[src/rtl/assert_macros.svh]
// assertion macros shared by the convexity check rtl
`ifndef ASSERT_MACROS_SVH
`define ASSERT_MACROS_SVH

`ifndef SYNTHESIS

// property that must hold at every clock edge outside reset
`define PCC_ASSERT(lbl, clk, rst, prop) \
   lbl: assert property (@(posedge clk) disable iff (rst) (prop)) \
      else $error("pcc assertion failed");

// consequence that must hold in the cycle after the antecedent
`define PCC_ASSERT_NEXT(lbl, clk, rst, ante, cons) \
   lbl: assert property (@(posedge clk) disable iff (rst) (ante) |=> (cons)) \
      else $error("pcc assertion failed");

`else

`define PCC_ASSERT(lbl, clk, rst, prop)
`define PCC_ASSERT_NEXT(lbl, clk, rst, ante, cons)

`endif

`endif

[src/rtl/pcc_pkg.sv]
// shared types and constants of the polygon convexity check
package pcc_pkg;

   localparam int COORD_BITS_DEF = 16;
   localparam int MIN_VERTICES   = 3;
   localparam int QUEUE_DEPTH    = 4;
   localparam int NUM_PTS        = 5;
   localparam int NUM_LANES      = 3;
   localparam int PT_BITS        = $clog2(NUM_PTS);

   // points carried by one job
   localparam logic [PT_BITS-1:0] PT_OLDER  = PT_BITS'(0);
   localparam logic [PT_BITS-1:0] PT_NEWER  = PT_BITS'(1);
   localparam logic [PT_BITS-1:0] PT_CUR    = PT_BITS'(2);
   localparam logic [PT_BITS-1:0] PT_FIRST  = PT_BITS'(3);
   localparam logic [PT_BITS-1:0] PT_SECOND = PT_BITS'(4);

   // turn lanes: regular turn, then the two wrap-around turns
   localparam logic [PT_BITS-1:0] LANE_A [NUM_LANES] = '{PT_OLDER, PT_NEWER, PT_CUR};
   localparam logic [PT_BITS-1:0] LANE_B [NUM_LANES] = '{PT_NEWER, PT_CUR, PT_FIRST};
   localparam logic [PT_BITS-1:0] LANE_C [NUM_LANES] = '{PT_CUR, PT_FIRST, PT_SECOND};

   typedef enum logic [1:0] {
      SIGN_NONE = 2'd0,
      SIGN_POS  = 2'd1,
      SIGN_NEG  = 2'd2
   } turn_sign_type;

   typedef struct packed {
      logic turn_en;
      logic wrap_en;
      logic last;
      logic short_poly;
   } pcc_ctl_type;

endpackage

[src/rtl/pcc_front.sv]
// front end: vertex history and turn job classification
module pcc_front #(
   parameter int COORD_BITS = pcc_pkg::COORD_BITS_DEF
) (
   input  logic                         clock,
   input  logic                         reset,
   input  logic                         accept,
   input  logic signed [COORD_BITS-1:0] vertex_x,
   input  logic signed [COORD_BITS-1:0] vertex_y,
   input  logic                         last_vertex,
   output pcc_pkg::pcc_ctl_type         job_ctl,
   output logic signed [COORD_BITS-1:0] job_x [pcc_pkg::NUM_PTS],
   output logic signed [COORD_BITS-1:0] job_y [pcc_pkg::NUM_PTS]
);
   import pcc_pkg::*;

   localparam logic [1:0] CNT_SAT  = 2'(MIN_VERTICES);
   localparam logic [1:0] CNT_TURN = 2'(MIN_VERTICES - 1);

   logic [1:0]                  count_ff, count_in;
   logic signed [COORD_BITS-1:0] first_x_ff, first_y_ff, second_x_ff, second_y_ff;
   logic signed [COORD_BITS-1:0] older_x_ff, older_y_ff, newer_x_ff, newer_y_ff;
   logic                        has_turn;

   assign has_turn = (count_ff >= CNT_TURN);

   always_comb begin
      job_ctl.turn_en    = has_turn;
      job_ctl.wrap_en    = last_vertex && has_turn;
      job_ctl.last       = last_vertex;
      job_ctl.short_poly = last_vertex && !has_turn;
      job_x[PT_OLDER]    = older_x_ff;
      job_y[PT_OLDER]    = older_y_ff;
      job_x[PT_NEWER]    = newer_x_ff;
      job_y[PT_NEWER]    = newer_y_ff;
      job_x[PT_CUR]      = vertex_x;
      job_y[PT_CUR]      = vertex_y;
      job_x[PT_FIRST]    = first_x_ff;
      job_y[PT_FIRST]    = first_y_ff;
      job_x[PT_SECOND]   = second_x_ff;
      job_y[PT_SECOND]   = second_y_ff;
   end

   always_comb begin
      count_in = count_ff;
      if (accept) begin
         if (last_vertex) begin
            count_in = 2'd0;
         end else if (count_ff < CNT_SAT) begin
            count_in = count_ff + 2'd1;
         end
      end
   end

   always_ff @(posedge clock) begin
      if (reset) begin
         count_ff <= 2'd0;
      end else begin
         count_ff <= count_in;
      end
   end

   always_ff @(posedge clock) begin
      if (accept) begin
         if (count_ff == 2'd0) begin
            first_x_ff <= vertex_x;
            first_y_ff <= vertex_y;
         end
         if (count_ff == 2'd1) begin
            second_x_ff <= vertex_x;
            second_y_ff <= vertex_y;
         end
         older_x_ff <= newer_x_ff;
         older_y_ff <= newer_y_ff;
         newer_x_ff <= vertex_x;
         newer_y_ff <= vertex_y;
      end
   end

endmodule

[config.mk]
export PLATFORM = sky130hd
export DESIGN_NAME = pcc_front
export DESIGN_NICKNAME = d
export VERILOG_FILES = /design/src/rtl/assert_macros.svh /design/src/rtl/pcc_pkg.sv /design/src/rtl/pcc_front.sv
export SDC_FILE = /design/constraint.sdc
export NUM_CORES = 1
export LEC_CHECK = 0
export BUFFER_PORTS_ARGS = -buffer_cell sky130_fd_sc_hd__buf_4
export CAP_MARGIN = 20
export CORE_ASPECT_RATIO = 1.25
export CORE_MARGIN = 4
export CORE_UTILIZATION = 45
export DETAILED_ROUTE_END_ITERATION = 8
export PLACE_DENSITY = 0.79
export SLEW_MARGIN = 30
export SYNTH_ARGS = -nofsm -noshare
export SYNTH_HDL_FRONTEND = slang
export SYNTH_SLANG_ARGS = --single-unit
[constraint.sdc]
create_clock -name clock -period 2 [get_ports clock]
set_input_delay 0 -clock clock [delete_from_list [all_inputs] [get_ports clock]]
set_output_delay 0 -clock clock [all_outputs]
set_load 0.05 [all_outputs]
==> Yosys cells after proc, flatten, opt, wreduce, memory -nomap -nowiden <==
Cells that the tools add are included.
W data, S select, Z words.
{ "word_totals": {"ff_bits": 130, "in_bits": 36, "wordCells": 23, "out_inout_bits": 164} }
{ "classes": {"reduce_logical": 8, "addsub": 1, "mux": 2, "eq_ne": 1, "magnitude_cmp": 2} }
{ "op_table": {"columns": ["operator", "count"], "rows": [
  ["$reduce_and A2 Y1", 3],
  ["$mux W2", 2],
  ["$add A2 B1 Y2 const B", 1],
  ["$eq A2 B1 Y1 const B", 1],
  ["$ge A2 B2 Y1 const B", 1],
  ["$logic_and A1 B1 Y1", 2],
  ["$logic_not A2 Y1", 1],
  ["$lt A2 B2 Y1 const B", 1],
  ["$reduce_bool A2 Y1", 1],
  ["$logic_not A1 Y1", 1]
]} }

==> Logic depth before layout (Yosys ltp) <==
{ "logic_depth": {"depth_word": 3, "depth_mapped": 4, "ltp_nobuf": 4} }

==> Least setup slack after synthesis <==
No wires, ideal clock.
{ "synth_path": {"path_kind": "flip-flop to flip-flop", "startpoint": "register count_ff[0]", "endpoint": "register first_x_ff[0] (enable)", "synth_period_minus_slack_ns": 1.727, "t_required_ns": 1.608, "setup_time_ns": 0.392, "arrival_ns": 1.335, "stages_incl_launch_ff": 4, "slack_ns": 0.273, "path_buffers": 0, "cell_sequence": "dfxtp_1 -> inv_1 -> ha_1 -> and2_1"} }
{ "synth_via": {"elab_chain_len": 2} }
{ "synth_lines": {"columns": ["item", "line_no", "rtl"], "rows": [
  ["start, declared", "pcc_front.sv:20", "logic [1:0] count_ff, count_in;"],
  ["start signal, assigned", "pcc_front.sv:59", "count_ff <= count_in;"],
  ["$logic_not A2 Y1", "pcc_front.sv:65", "if (count_ff == 2'd0) begin"],
  ["$reduce_and A2 Y1 (no source line)", null, null],
  ["end signal, assigned", "pcc_front.sv:66", "first_x_ff <= vertex_x;"],
  ["end, declared", "pcc_front.sv:21", "logic signed [COORD_BITS-1:0] first_x_ff, first_y_ff, second_x_ff, second_y_ff;"]
]} }
No other way between the ends.
A chain may end at the register's enable or synchronous reset.

==> Final worst setup path <==
{ "layout_path": {"startpoint": "register count_ff[1]", "endpoint": "register count_ff[0]"} }
{ "layout_via": {"elab_chain_len": 3} }
{ "layout_lines": {"columns": ["item", "line_no", "rtl"], "rows": [
  ["$lt A2 B2 Y1", "pcc_front.sv:49", "end else if (count_ff < CNT_SAT) begin"],
  ["$reduce_bool A2 Y1 (no source line)", null, null],
  ["$reduce_and A2 Y1 (no source line)", null, null]
]} }
No other way between the ends.

==> impl_metrics.env <==
export IMPL_postSynthAreaPerCell_um2=23.12
export IMPL_ios=200
export IMPL_grt_pass1_vias=2549
export IMPL_drv_slew=0
export IMPL_wire_per_inst_um=17.73
export IMPL_track_usage=0.1696
export IMPL_dp_hpwl_mm=6.159
export IMPL_ir_drop_uv=735.3
export IMPL_rsz0062_at_grt="false"
export IMPL_synth_simple_gate_area_frac=0.01258
export IMPL_hold_viol_final=0
export IMPL_seq_area_frac_synth=0.9079
export IMPL_slowest_delay_ps=570
export IMPL_viasPerCell=4.597
export IMPL_start_util=0.4638
export IMPL_holdWs_ps=336.7
export IMPL_tritoncts="built"
export IMPL_drc_errors=0
export IMPL_crit_required_ps=2270
export IMPL_tns_ps=0
export IMPL_synthXorXnorAreaFrac=0
export IMPL_final_cell_mix="200 x buf_4, 128 x edfxtp_1, 37 x dlygate4sd3_1"
export IMPL_status="finished clean"
export IMPL_yosysUniqueCellTypes=13
export IMPL_setup_worst_path_start="count_ff[1]"
export IMPL_max_cap_viol_count=0
export IMPL_met3_usage=0.05627
export IMPL_syn_cell_area_um2=4278
export IMPL_overflow=0
export IMPL_clk_pin_slew_worst_paths_ps=50
export IMPL_min_path_type="in2reg"
export IMPL_finalWeightedCongestion=0.7531
export IMPL_drt_first_pass_iters=6
export IMPL_clock_latency_ps=390
export IMPL_crit_type="reg2reg"
export IMPL_synthMuxAreaShare=0
export IMPL_synth_compound_area_share=0.004680
export IMPL_r2r_end="count_ff[0]"
export IMPL_power_density_nw_per_um2=1109
export IMPL_worst_path_max_delay_cell="dlygate4sd3_1"
export IMPL_clockBufferDepth=2
export IMPL_antennaDiodeCount=0
export IMPL_synth_fa_ha_area_frac=0.01170
export IMPL_core_rowCount=39
export IMPL_root_buffer="clkbuf_16"
export IMPL_worstHoldStart="reset"
export IMPL_numCtsBuffers=17
export IMPL_grt_util_met1=0.1906
export IMPL_reg2reg_depth=5
export IMPL_worst_pin_slew_ps=844.8
export IMPL_setup_viol=0
export IMPL_grt_busiest_layer="met2"
export IMPL_fin_crit_ps=1698
export IMPL_port_buffers=199
export IMPL_critPathCapture="count_ff[0]"
export IMPL_syn_inst=185
export IMPL_cts_resized_gates=0
export IMPL_cts_num_sinks=130
export IMPL_relSlewSlack=0.4368
export IMPL_die_w_um=95.21
export IMPL_post_route_period_util=0.8489
export IMPL_drive_gt1_frac=0.5383
export IMPL_dp_cells=474
export IMPL_layout_commonest_cell="buf_4"
export IMPL_ff2ff_setup_slack_ps=300
export IMPL_core_um2=9223
export IMPL_grt_pass1_wl_mm=13.70
export IMPL_synth_seq_cells=130
export IMPL_critPathArrivalTime_ps=1970
export IMPL_first_iter_violations=68
export IMPL_nets=447
export IMPL_syn_nets=225
export IMPL_grt_met2_usage=0.2943
export IMPL_ys_warn_count=0
export IMPL_ant_nets=0
export IMPL_finalClockSkew_ps=6.866
export IMPL_vias=2487
export IMPL_critPathMaxFanout=5
export IMPL_start_kind="flop"
export IMPL_fillers=561
export IMPL_endpoint_kind="flop"
export IMPL_r2r_start="count_ff[1]"
export IMPL_antenna_found_initial=0
export IMPL_cts_htree_levels=4
export IMPL_power_leakage_uw=0.002695
export IMPL_path_cells="ha_1, nor2b_1, o21ai_0, a21oi_1, dlygate4sd3_1"
export IMPL_syn2layout_area_growth_pct=54.46
export IMPL_max_clock_freq_mhz=589.0
export IMPL_dieArea_um2=11140
export IMPL_wl_mm=9.594
export IMPL_layoutNonFillerInstCount=541
export IMPL_grt_max_degree=61
export IMPL_synth_top_family_by_area="buffers and inverters"
export IMPL_dieHeight_um=117.0
==> critical path: cells and delay by family (launching register included) <==
family	cells	cell delay, ps
AO/OA/AOI/OAI	2	320
adder cells (fa/ha/maj)	1	210
buffers and inverters	1	570
flip-flops	1	350
AND/OR/NAND/NOR	1	140
==> registers in the layout (all words and copies together), names as in the netlist <==
| register | cells |
|---|---|
| first_x_ff | 16 |
| first_y_ff | 16 |
| newer_x_ff | 16 |
| newer_y_ff | 16 |
| older_x_ff | 16 |
| older_y_ff | 16 |
| second_x_ff | 16 |
| second_y_ff | 16 |
| count_ff | 2 |
==> how the worst min path moves through the flow <==
stage / to / cells after the start
CTS: count_ff[1] / 3
finish: count_ff[1] / 3
detailed placement: count_ff[0] / 2
global route: count_ff[1] / 3
global placement: count_ff[0] / 2
floorplan: count_ff[0] / 1
==> per-stage QoR <==
stage	setup WS, ps	cell area (µm²)	util	power [µW]
2_1_floorplan	273.0	4278	-	4047
3_3_place_gp	364.0	5680	0.6159	4410
3_5_place_dp	300.1	5680	0.6159	4429
4_1_cts	285.0	6608	0.7165	7384
5_1_grt	181.9	6608	0.7165	7574
6_report	302.2	6608	0.7165	7329
==> synthesized netlist by cell type, drive strengths merged <==
cell    instances  area share
edfxtp        128        0.90
buf            34       0.060
ha              4       0.012
inv             4      0.0035
and2            3      0.0050
a21oi           2      0.0023
dfxtp           2      0.0094
nand3           2      0.0023
nor2            2      0.0018
o21ai           2      0.0023
nor2b           1      0.0015
or2             1      0.0020
==> report_power, final <==
| part | internal, µW | leakage, µW | switching, µW |
|---|---|---|---|
| Clock | 1930 | 0.000264 | 971 |
| Combinational | 328 | 0.00119 | 853 |
| Sequential | 3190 | 0.00124 | 60.8 |
| Total | 5440 | 0.00270 | 1880 |
==> cell families (layout without fill, tap and decap cells) <==
group	count (synthesis)	in the layout
buf+inv	38	271
simple gates	9	9
compound gates	4	4
flops	130	130
fa+ha+maj	4	4
==> timing repair <==
| action | in CTS | in global routing |
|---|---|---|
| setup buffers | 0 | 0 |
| hold endpoints to repair | 102 | 0 |
| hold buffers | 37 | 0 |
==> cell type report <==
| class | instances | area (µm²) | area share |
|---|---|---|---|
| inverter | 4 | 15.01 | 0.002272 |
| multi-input combinational | 17 | 126.4 | 0.01913 |
| tap | 123 | 153.9 | 0.02329 |
| timing repair buffer | 237 | 1872 | 0.2833 |
| clock inverter | 8 | 112.6 | 0.01704 |
| clock buffer | 22 | 444.2 | 0.06722 |
| sequential | 130 | 3884 | 0.5878 |
==> routing by layer <==
layer  part of all wire  vias up
met4              0.018        0
met2               0.53      136
met3              0.090       16
met5                  0        -
met1               0.36     1220
li1                   -     1115
(Power assumes the default switching activity.)
