==> src/rtl/assert_macros.svh <==
// assertion macros shared by the convexity check rtl
`ifndef ASSERT_MACROS_SVH
`define ASSERT_MACROS_SVH

`ifndef SYNTHESIS

// property that must hold at every clock edge outside reset
`define PCC_ASSERT(lbl, clk, rst, prop) \
   lbl: assert property (@(posedge clk) disable iff (rst) (prop)) \
      else $error("pcc assertion failed");

// consequence that must hold in the cycle after the antecedent
`define PCC_ASSERT_NEXT(lbl, clk, rst, ante, cons) \
   lbl: assert property (@(posedge clk) disable iff (rst) (ante) |=> (cons)) \
      else $error("pcc assertion failed");

`else

`define PCC_ASSERT(lbl, clk, rst, prop)
`define PCC_ASSERT_NEXT(lbl, clk, rst, ante, cons)

`endif

`endif

==> src/rtl/pcc_pkg.sv <==
// shared types and constants of the polygon convexity check
package pcc_pkg;

   localparam int COORD_BITS_DEF = 16;
   localparam int MIN_VERTICES   = 3;
   localparam int QUEUE_DEPTH    = 4;
   localparam int NUM_PTS        = 5;
   localparam int NUM_LANES      = 3;
   localparam int PT_BITS        = $clog2(NUM_PTS);

   // points carried by one job
   localparam logic [PT_BITS-1:0] PT_OLDER  = PT_BITS'(0);
   localparam logic [PT_BITS-1:0] PT_NEWER  = PT_BITS'(1);
   localparam logic [PT_BITS-1:0] PT_CUR    = PT_BITS'(2);
   localparam logic [PT_BITS-1:0] PT_FIRST  = PT_BITS'(3);
   localparam logic [PT_BITS-1:0] PT_SECOND = PT_BITS'(4);

   // turn lanes: regular turn, then the two wrap-around turns
   localparam logic [PT_BITS-1:0] LANE_A [NUM_LANES] = '{PT_OLDER, PT_NEWER, PT_CUR};
   localparam logic [PT_BITS-1:0] LANE_B [NUM_LANES] = '{PT_NEWER, PT_CUR, PT_FIRST};
   localparam logic [PT_BITS-1:0] LANE_C [NUM_LANES] = '{PT_CUR, PT_FIRST, PT_SECOND};

   typedef enum logic [1:0] {
      SIGN_NONE = 2'd0,
      SIGN_POS  = 2'd1,
      SIGN_NEG  = 2'd2
   } turn_sign_type;

   typedef struct packed {
      logic turn_en;
      logic wrap_en;
      logic last;
      logic short_poly;
   } pcc_ctl_type;

endpackage

==> src/rtl/pcc_queue.sv <==
// job queue between the front end and the turn datapath
`include "assert_macros.svh"

module pcc_queue #(
   parameter int COORD_BITS = pcc_pkg::COORD_BITS_DEF
) (
   input  logic                         clock,
   input  logic                         reset,
   input  logic                         push,
   input  pcc_pkg::pcc_ctl_type         wr_ctl,
   input  logic signed [COORD_BITS-1:0] wr_x [pcc_pkg::NUM_PTS],
   input  logic signed [COORD_BITS-1:0] wr_y [pcc_pkg::NUM_PTS],
   input  logic                         pop,
   output logic                         empty,
   output logic                         full,
   output pcc_pkg::pcc_ctl_type         rd_ctl,
   output logic signed [COORD_BITS-1:0] rd_x [pcc_pkg::NUM_PTS],
   output logic signed [COORD_BITS-1:0] rd_y [pcc_pkg::NUM_PTS]
);
   import pcc_pkg::*;

   localparam int PTR_BITS = $clog2(QUEUE_DEPTH);
   localparam int CNT_BITS = $clog2(QUEUE_DEPTH + 1);
   localparam logic [CNT_BITS-1:0] CNT_FULL = CNT_BITS'(QUEUE_DEPTH);

   pcc_ctl_type                  ctl_ff [QUEUE_DEPTH];
   logic signed [COORD_BITS-1:0] x_ff   [QUEUE_DEPTH][NUM_PTS];
   logic signed [COORD_BITS-1:0] y_ff   [QUEUE_DEPTH][NUM_PTS];
   logic [PTR_BITS-1:0]          wr_ptr_ff, rd_ptr_ff;
   logic [CNT_BITS-1:0]          count_ff, count_in;
   logic                         do_push, do_pop;

   assign empty   = (count_ff == '0);
   assign full    = (count_ff == CNT_FULL);
   assign do_push = push && !full;
   assign do_pop  = pop && !empty;

   assign rd_ctl = ctl_ff[rd_ptr_ff];
   assign rd_x   = x_ff[rd_ptr_ff];
   assign rd_y   = y_ff[rd_ptr_ff];

   always_comb begin
      count_in = count_ff;
      case ({do_push, do_pop})
         2'b10:   count_in = count_ff + CNT_BITS'(1);
         2'b01:   count_in = count_ff - CNT_BITS'(1);
         default: count_in = count_ff;
      endcase
   end

   always_ff @(posedge clock) begin
      if (reset) begin
         count_ff  <= '0;
         wr_ptr_ff <= '0;
         rd_ptr_ff <= '0;
      end else begin
         count_ff <= count_in;
         if (do_push) begin
            wr_ptr_ff <= PTR_BITS'(wr_ptr_ff + PTR_BITS'(1));
         end
         if (do_pop) begin
            rd_ptr_ff <= PTR_BITS'(rd_ptr_ff + PTR_BITS'(1));
         end
      end
   end

   always_ff @(posedge clock) begin
      if (do_push) begin
         ctl_ff[wr_ptr_ff] <= wr_ctl;
         x_ff[wr_ptr_ff]   <= wr_x;
         y_ff[wr_ptr_ff]   <= wr_y;
      end
   end

   `PCC_ASSERT(a_queue_bound, clock, reset, count_ff <= CNT_FULL)
   `PCC_ASSERT_NEXT(a_queue_grow, clock, reset, do_push && !do_pop,
      count_ff == $past(count_ff) + CNT_BITS'(1))
   `PCC_ASSERT(a_ptr_gap, clock, reset, wr_ptr_ff == PTR_BITS'(rd_ptr_ff + count_ff))

endmodule

==> config.mk <==
export PLATFORM = sky130hd
export DESIGN_NAME = pcc_queue
export DESIGN_NICKNAME = d
export VERILOG_FILES = /design/src/rtl/pcc_pkg.sv /design/src/rtl/pcc_queue.sv
export VERILOG_INCLUDE_DIRS = /design/src /design/src/rtl
export SDC_FILE = /design/constraint.sdc
export NUM_CORES = 1
export LEC_CHECK = 0
export CAP_MARGIN = 20
export CORE_MARGIN = 5
export CORE_UTILIZATION = 50
export DETAILED_ROUTE_END_ITERATION = 7
export DONT_BUFFER_PORTS = 1
export SETUP_SLACK_MARGIN = 0.4
export SYNTH_ARGS = -nofsm -noshare
export SYNTH_HDL_FRONTEND = slang
export SYNTH_SLANG_ARGS = --single-unit
==> constraint.sdc <==
create_clock -name clock -period 9.6 [get_ports clock]
set_input_delay 0.48 -clock clock [delete_from_list [all_inputs] [get_ports clock]]
set_output_delay 0.48 -clock clock [all_outputs]
set_load 0.005 [all_outputs]
Word-level counts from Yosys, hierarchy flattened. Memory sizes are Yosys's and may differ from the RTL's. A register that Yosys moved wholly into a read port is not among the register bits. Index checks and enable logic that the tools add are counted.

Register bits after elaboration: 7. Output and inout bits: 166. Latch bits: 0. Memory bits (writable): 656. Memories: 3. ROM bits: 0.

Reduce and logical (&&, ||, !) cells: 6. Add/subtract/negate cells: 4. Multiply operators: 0. Divide/modulo/power cells: 0. Equality and inequality tests: 3. Magnitude comparators: 0. Shift-type cells: 0. Muxes and demuxes: 9. Bitwise logic cells: 0.

Memory list: x_ff (words 4, bits a word 80, rd ports 1, clocked after Yosys merged registers in 1, write ports 1, RTL line pcc_queue.sv:27) `logic signed [COORD_BITS-1:0] x_ff [QUEUE_DEPTH][NUM_PTS];`; y_ff (words 4, bits a word 80, rd ports 1, clocked after Yosys merged registers in 1, write ports 1, RTL line pcc_queue.sv:28) `logic signed [COORD_BITS-1:0] y_ff [QUEUE_DEPTH][NUM_PTS];`; ctl_ff (words 4, bits a word 4, rd ports 1, clocked after Yosys merged registers in 1, write ports 1, RTL line pcc_queue.sv:26) `pcc_ctl_type ctl_ff [QUEUE_DEPTH];`.

Operators by type and width (count): $mux 2 (6); $pmux 3 s2 (1); $add 2x1->2 const B (2); $add 3x1->3 const B (1); $eq 3x3->1 const B (1); $logic_not 3->1 (1); $sub 3x1->3 const B (1); $eq 2x1->1 const B (1); $eq 2x2->1 const B (1); $logic_and 1x1->1 (2); $logic_not 1->1 (2); $mux 1 (2); $reduce_bool 2->1 (1).

Depth between registers and ports, before layout.
Word-level depth: 5. Gate-level depth with buffers: 9. Gate-level depth less buffers: 9.

Worst setup path after synthesis. OpenSTA, ideal clock, no wires.

Path kind: in2reg. Start: in push. End: mem ctl_ff[0][0] in the netlist's numbering, enable pin. Setup time: 0.544 ns. Stages on the path: 3. Arrival: 4.555 ns. Required time: 9.056 ns. Setup slack: 4.501 ns. Path through: inv_1 > nor2_1 > and2_1.

Longest elaborated chain between the ends: 3.

Ends and longest elaborated chain: start: declaration (RTL line pcc_queue.sv:9) `input logic push,`; $logic_and 1x1->1 (RTL line pcc_queue.sv:35) `assign do_push = push && !full;`; $mux 1 (RTL line pcc_queue.sv:68) `if (do_push) begin`; $mux 1 (implied by the code) (RTL line pcc_queue.sv:69) `ctl_ff[wr_ptr_ff] <= wr_ctl;`; end: declaration (RTL line pcc_queue.sv:26).

Every way passes these cells.

==> reports/results.txt <==
Based on the critical path, the design can be clocked at up to 277 MHz. The data arrival at the endpoint of the critical path is 3.13 ns. Destination of the worst register-to-register timing path: y_ff[1][35]$_DFFE_PP_. Including well taps, the total number of placed cells is 1501.

The layout has 3313 filler cells. The proportion of synthesized area in mux cells was 0.154. For the number of antenna violations at the first check in global routing, the log shows 10.

The worst max-slew margin expressed relative to the limit came out at 0.289. Leaving out filler cells and counting taps, the final layout contains 1792. Share of post-route cells with drive strength above 1: 0.233. The total via count after detailed routing was 10200; the post-synthesis xor/xnor area fraction was 0.00109. Type of the worst setup path: register to output pin.

The logs give 23 for the number of distinct library cell variants in the gate-level netlist after synthesis and 69.0 mm for the first-pass GRT wire length. The core area is 47700 um2. The worst path required time was 9.12 ns; the largest vdd supply drop was 0.195 mV.

For this design the static power due to leakage is 8.88 nW. TritonCTS built the clock tree. Pin placement for this block handled 334 I/O pins.

The tools report the met2 routed wirelength as 22.2 mm. After routing, the total negative slack on setup checks comes to 0 ns. Setup repair after global routing left no endpoint under its margin.

The final core utilization is 0.598, and the overall power is 7.33 mW. The clock period could shrink to 3.61 ns. The first detailed-routing pass ran for 4 iterations. The tools report the buffer type at the clock tree root as sky130_fd_sc_hd__clkbuf_16.

The maximum number of pins on one net before global-route repair was 69; the total overflow reported by the global router was 0. Post-detailed-route wirelength per cell: 25.4 um. For this block, the routed nets add up to 45.6 mm of wire. The worst register-to-register path has a depth of 4. The deepest clock path buffer count is 3, and the largest clock skew in the final design is 0.0168 ns. The power per unit of standard cell area is 257 nW/um2, and the per-cell via count in the routed design is 5.67.

The highest layer used for signal routing was met5. The net count of the finished layout is 1295. At the pin with the least slew margin, the transition time is 1.07 ns. Along the worst path, the maximum fanout reaches 46. The via count of the first global-routing pass is 10700. The half-perimeter wire length after detailed placement is 26.6 mm. The die width works out to 230 um. For the remaining antenna violation count, the log shows 0.

The library cell with the highest instance count after synthesis is sky130_fd_sc_hd__edfxtp_1. The initialized floorplan defines 80 standard-cell rows. The starting utilization of the core area was 0.505. Clock-pin slew was measured on the worst setup and hold paths at 0.06 ns. Routability-driven placement finished with a final weighted congestion of 0.709.

After detailed routing, the wire length on met1 is 18.5 mm. The max-slew violation count was 0. The largest family of logic cells by synthesized area is multiplexers. The total global-route track usage is 0.173. The synthesized area per cell works out to 26.5 um2.

Clock tree synthesis inserted a total of 68 buffers. After detailed routing, the number of remaining DRC violations is 0. After detailed routing, the met3 layer carries 4.08 mm of wire. The start point of the worst hold path is reset. The first routing iteration left 610 violations.

For the H-tree depth, the log shows 3. The flow ran to the end, and the final reports show no timing, DRC or antenna violations. The die is 230 um tall. In the synthesized netlist, the number of instances is 910. The worst register-to-register path begins at count_ff[0]$_SDFFE_PP0P_. Compared with the post-synthesis result, the final layout area differs by 18.4%. The area enclosed by the die boundary came out at 52700 um2.

Critical path capture point type: an output pin. For this run, the leading register cell type out of synthesis is sky130_fd_sc_hd__edfxtp_1. Counting instances, the worst hold path has a depth of 2.

The synthesized-area fraction occupied by ao, oa, aoi and oai cells works out to 0.00176. Total count of hold-check failures in the final report: 0. For the portion of the post-synthesis area used by sequential elements, the log shows 0.825. Clock latency on the worst-skew pair: 0.58 ns. Count of instances resized after the clock tree is built: 0.

The count of input and output buffers was 0; the max-cap check violation count was 0. The clock net in this run drives a total of 665 sinks. The basic-gate share of the synthesized area counting and, or, nand and nor cells works out to 0.00394. Summed over all instances, the cell type with the most area after synthesis is sky130_fd_sc_hd__edfxtp_1. The class of the tightest hold or removal check is primary input to register. The part of the cycle the worst path needs is 0.376. Share of flip-flops with an asynchronous set or reset after synthesis: 0.

Synthesis produced a netlist with a net count of 1084. The synthesized design contains 656 enable-type register cells. Setup slack on the worst reg-to-reg path comes out at 6.52 ns. The tools report the count of yosys warnings during synthesis as 0. The worst hold path terminates at wr_ptr_ff[1]$_SDFFE_PP0P_. The setup-violating endpoint count in the final report was 0; the top-area cell type share of the netlist area was 0.817. The worst setup path is launched from a register. Counting instances in the post-synthesis netlist gives the leading cell types as sky130_fd_sc_hd__edfxtp_1 (656), sky130_fd_sc_hd__mux4_2 (164), sky130_fd_sc_hd__buf_2 (17), sky130_fd_sc_hd__buf_4 (11), sky130_fd_sc_hd__dfxtp_1 (9). The cell area that synthesis handed to floorplanning was 24100 um2. The adder-cell area share of the yosys netlist works out to 0.00343. The post-synthesis sequential element count came out at 665. Ranked by total cell area, the synthesized netlist is headed by sky130_fd_sc_hd__edfxtp_1 (82%), sky130_fd_sc_hd__mux4_2 (15%), sky130_fd_sc_hd__dfxtp_1 (0.75%), sky130_fd_sc_hd__buf_2 (0.35%), sky130_fd_sc_hd__buf_4 (0.34%).
==> worst max-delay path by stage <==
stage | from | to | slack, ns
floorplan | push | ctl_ff[0][0]$_DFFE_PP_ | 4.50
global placement | push | y_ff[1][33]$_DFFE_PP_ | 6.45
detailed placement | count_ff[0]$_SDFFE_PP0P_ | y_ff[0][17]$_DFFE_PP_ | 6.45
CTS | register | rd_y[18] | 5.80
global route | register | rd_x[47] | 5.62
finish | register | rd_y[18] | 5.99
==> metal layers <==
layer	track usage	up-vias
met2	0.269	346
met3	0.0677	62
met5	0	-
li1	-	4363
met1	0.234	5393
met4	0.0440	2
==> metrics by stage <==
| stage | cell area (um2) | worst slack (ns) | hold WS (ns) |
|---|---|---|---|
| 6_report | 28500 | 5.99 | 0.0911 |
| 3_5_place_dp | 24700 | 6.45 | 0.473 |
| 4_1_cts | 28500 | 5.80 | 0.0437 |
| 3_3_place_gp | 24700 | 6.45 | 0.457 |
| 2_1_floorplan | 24100 | 4.50 | 0.459 |
| 5_1_grt | 28500 | 5.62 | 0.0595 |
==> power by group <==
group / leakage [nW] / internal [mW] / switching [mW] / total [mW]
registers: 6.10 / 3.47 / 0.119 / 3.59
logic: 1.75 / 0.592 / 0.655 / 1.25
clock network: 1.04 / 1.49 / 1.01 / 2.49
total: 8.88 / 5.55 / 1.78 / 7.33
==> worst max-delay path: stages (launching register included) <==
cell	delay (ns)
sky130_fd_sc_hd__dfxtp_4	0.97
sky130_fd_sc_hd__buf_4	0.85
sky130_fd_sc_hd__mux4_2	0.65
==> cell type report <==
| type | count | area [um2] | share of cell area |
|---|---|---|---|
| clock buffers | 87 | 1890 | 0.0661 |
| flip-flops and latches | 665 | 19900 | 0.697 |
| multi-input cells | 200 | 3960 | 0.139 |
| diodes | 9 | 22.5 | 0.000789 |
| inverters | 8 | 30.0 | 0.00105 |
| well taps | 615 | 769 | 0.0270 |
| repair buffers | 178 | 1750 | 0.0613 |
| clock inverters | 30 | 239 | 0.00837 |
==> registers in the layout, indices dropped and copies added, names as in the netlist, named ones only <==
name	flops
wr_ptr_ff	2
rd_ptr_ff	2
y_ff	320
x_ff	320
ctl_ff	16
count_ff	3
==> kinds of logic (layout without fill, tap and decap cells) <==
kind of cell,after synthesis,in the layout
buf+inv,45,303
mux,165,165
other cells,0,9
compound gates,8,8
xor+xnor,3,3
fa+ha+maj,6,6
simple gates,18,18
flops,665,665
==> cell usage in the layout, fill, tap and decap left out <==
cell type                       instances
sky130_fd_sc_hd__edfxtp_1             656
sky130_fd_sc_hd__dlygate4sd3_1        165
sky130_fd_sc_hd__mux4_2               164
sky130_fd_sc_hd__clkbuf_16             72
sky130_fd_sc_hd__clkinv_1              16
sky130_fd_sc_hd__buf_4                 13
sky130_fd_sc_hd__clkbuf_1              12
sky130_fd_sc_hd__diode_2                9
sky130_fd_sc_hd__inv_1                  8
sky130_fd_sc_hd__clkinv_2               7
sky130_fd_sc_hd__dfxtp_1                7
sky130_fd_sc_hd__nor2_1                 6
sky130_fd_sc_hd__ha_1                   5
sky130_fd_sc_hd__and2_4                 4
sky130_fd_sc_hd__a21oi_1                4
sky130_fd_sc_hd__bufinv_16              4
sky130_fd_sc_hd__xor2_1                 3
sky130_fd_sc_hd__o21ai_0                3
sky130_fd_sc_hd__or3_1                  3
sky130_fd_sc_hd__clkbuf_8               3
sky130_fd_sc_hd__nand2b_1               2
sky130_fd_sc_hd__dfxtp_4                2
sky130_fd_sc_hd__clkinvlp_4             2
sky130_fd_sc_hd__o31ai_1                1
sky130_fd_sc_hd__nor3_1                 1
sky130_fd_sc_hd__nor3b_1                1
sky130_fd_sc_hd__nand2_1                1
sky130_fd_sc_hd__mux2i_1                1
sky130_fd_sc_hd__fa_1                   1
sky130_fd_sc_hd__inv_6                  1
==> timing repair <==
item                      CTS  global route
hold buffers              165             0
buffers inserted            0             0
hold endpoints to repair  664             0
(Power assumes the default switching activity.)
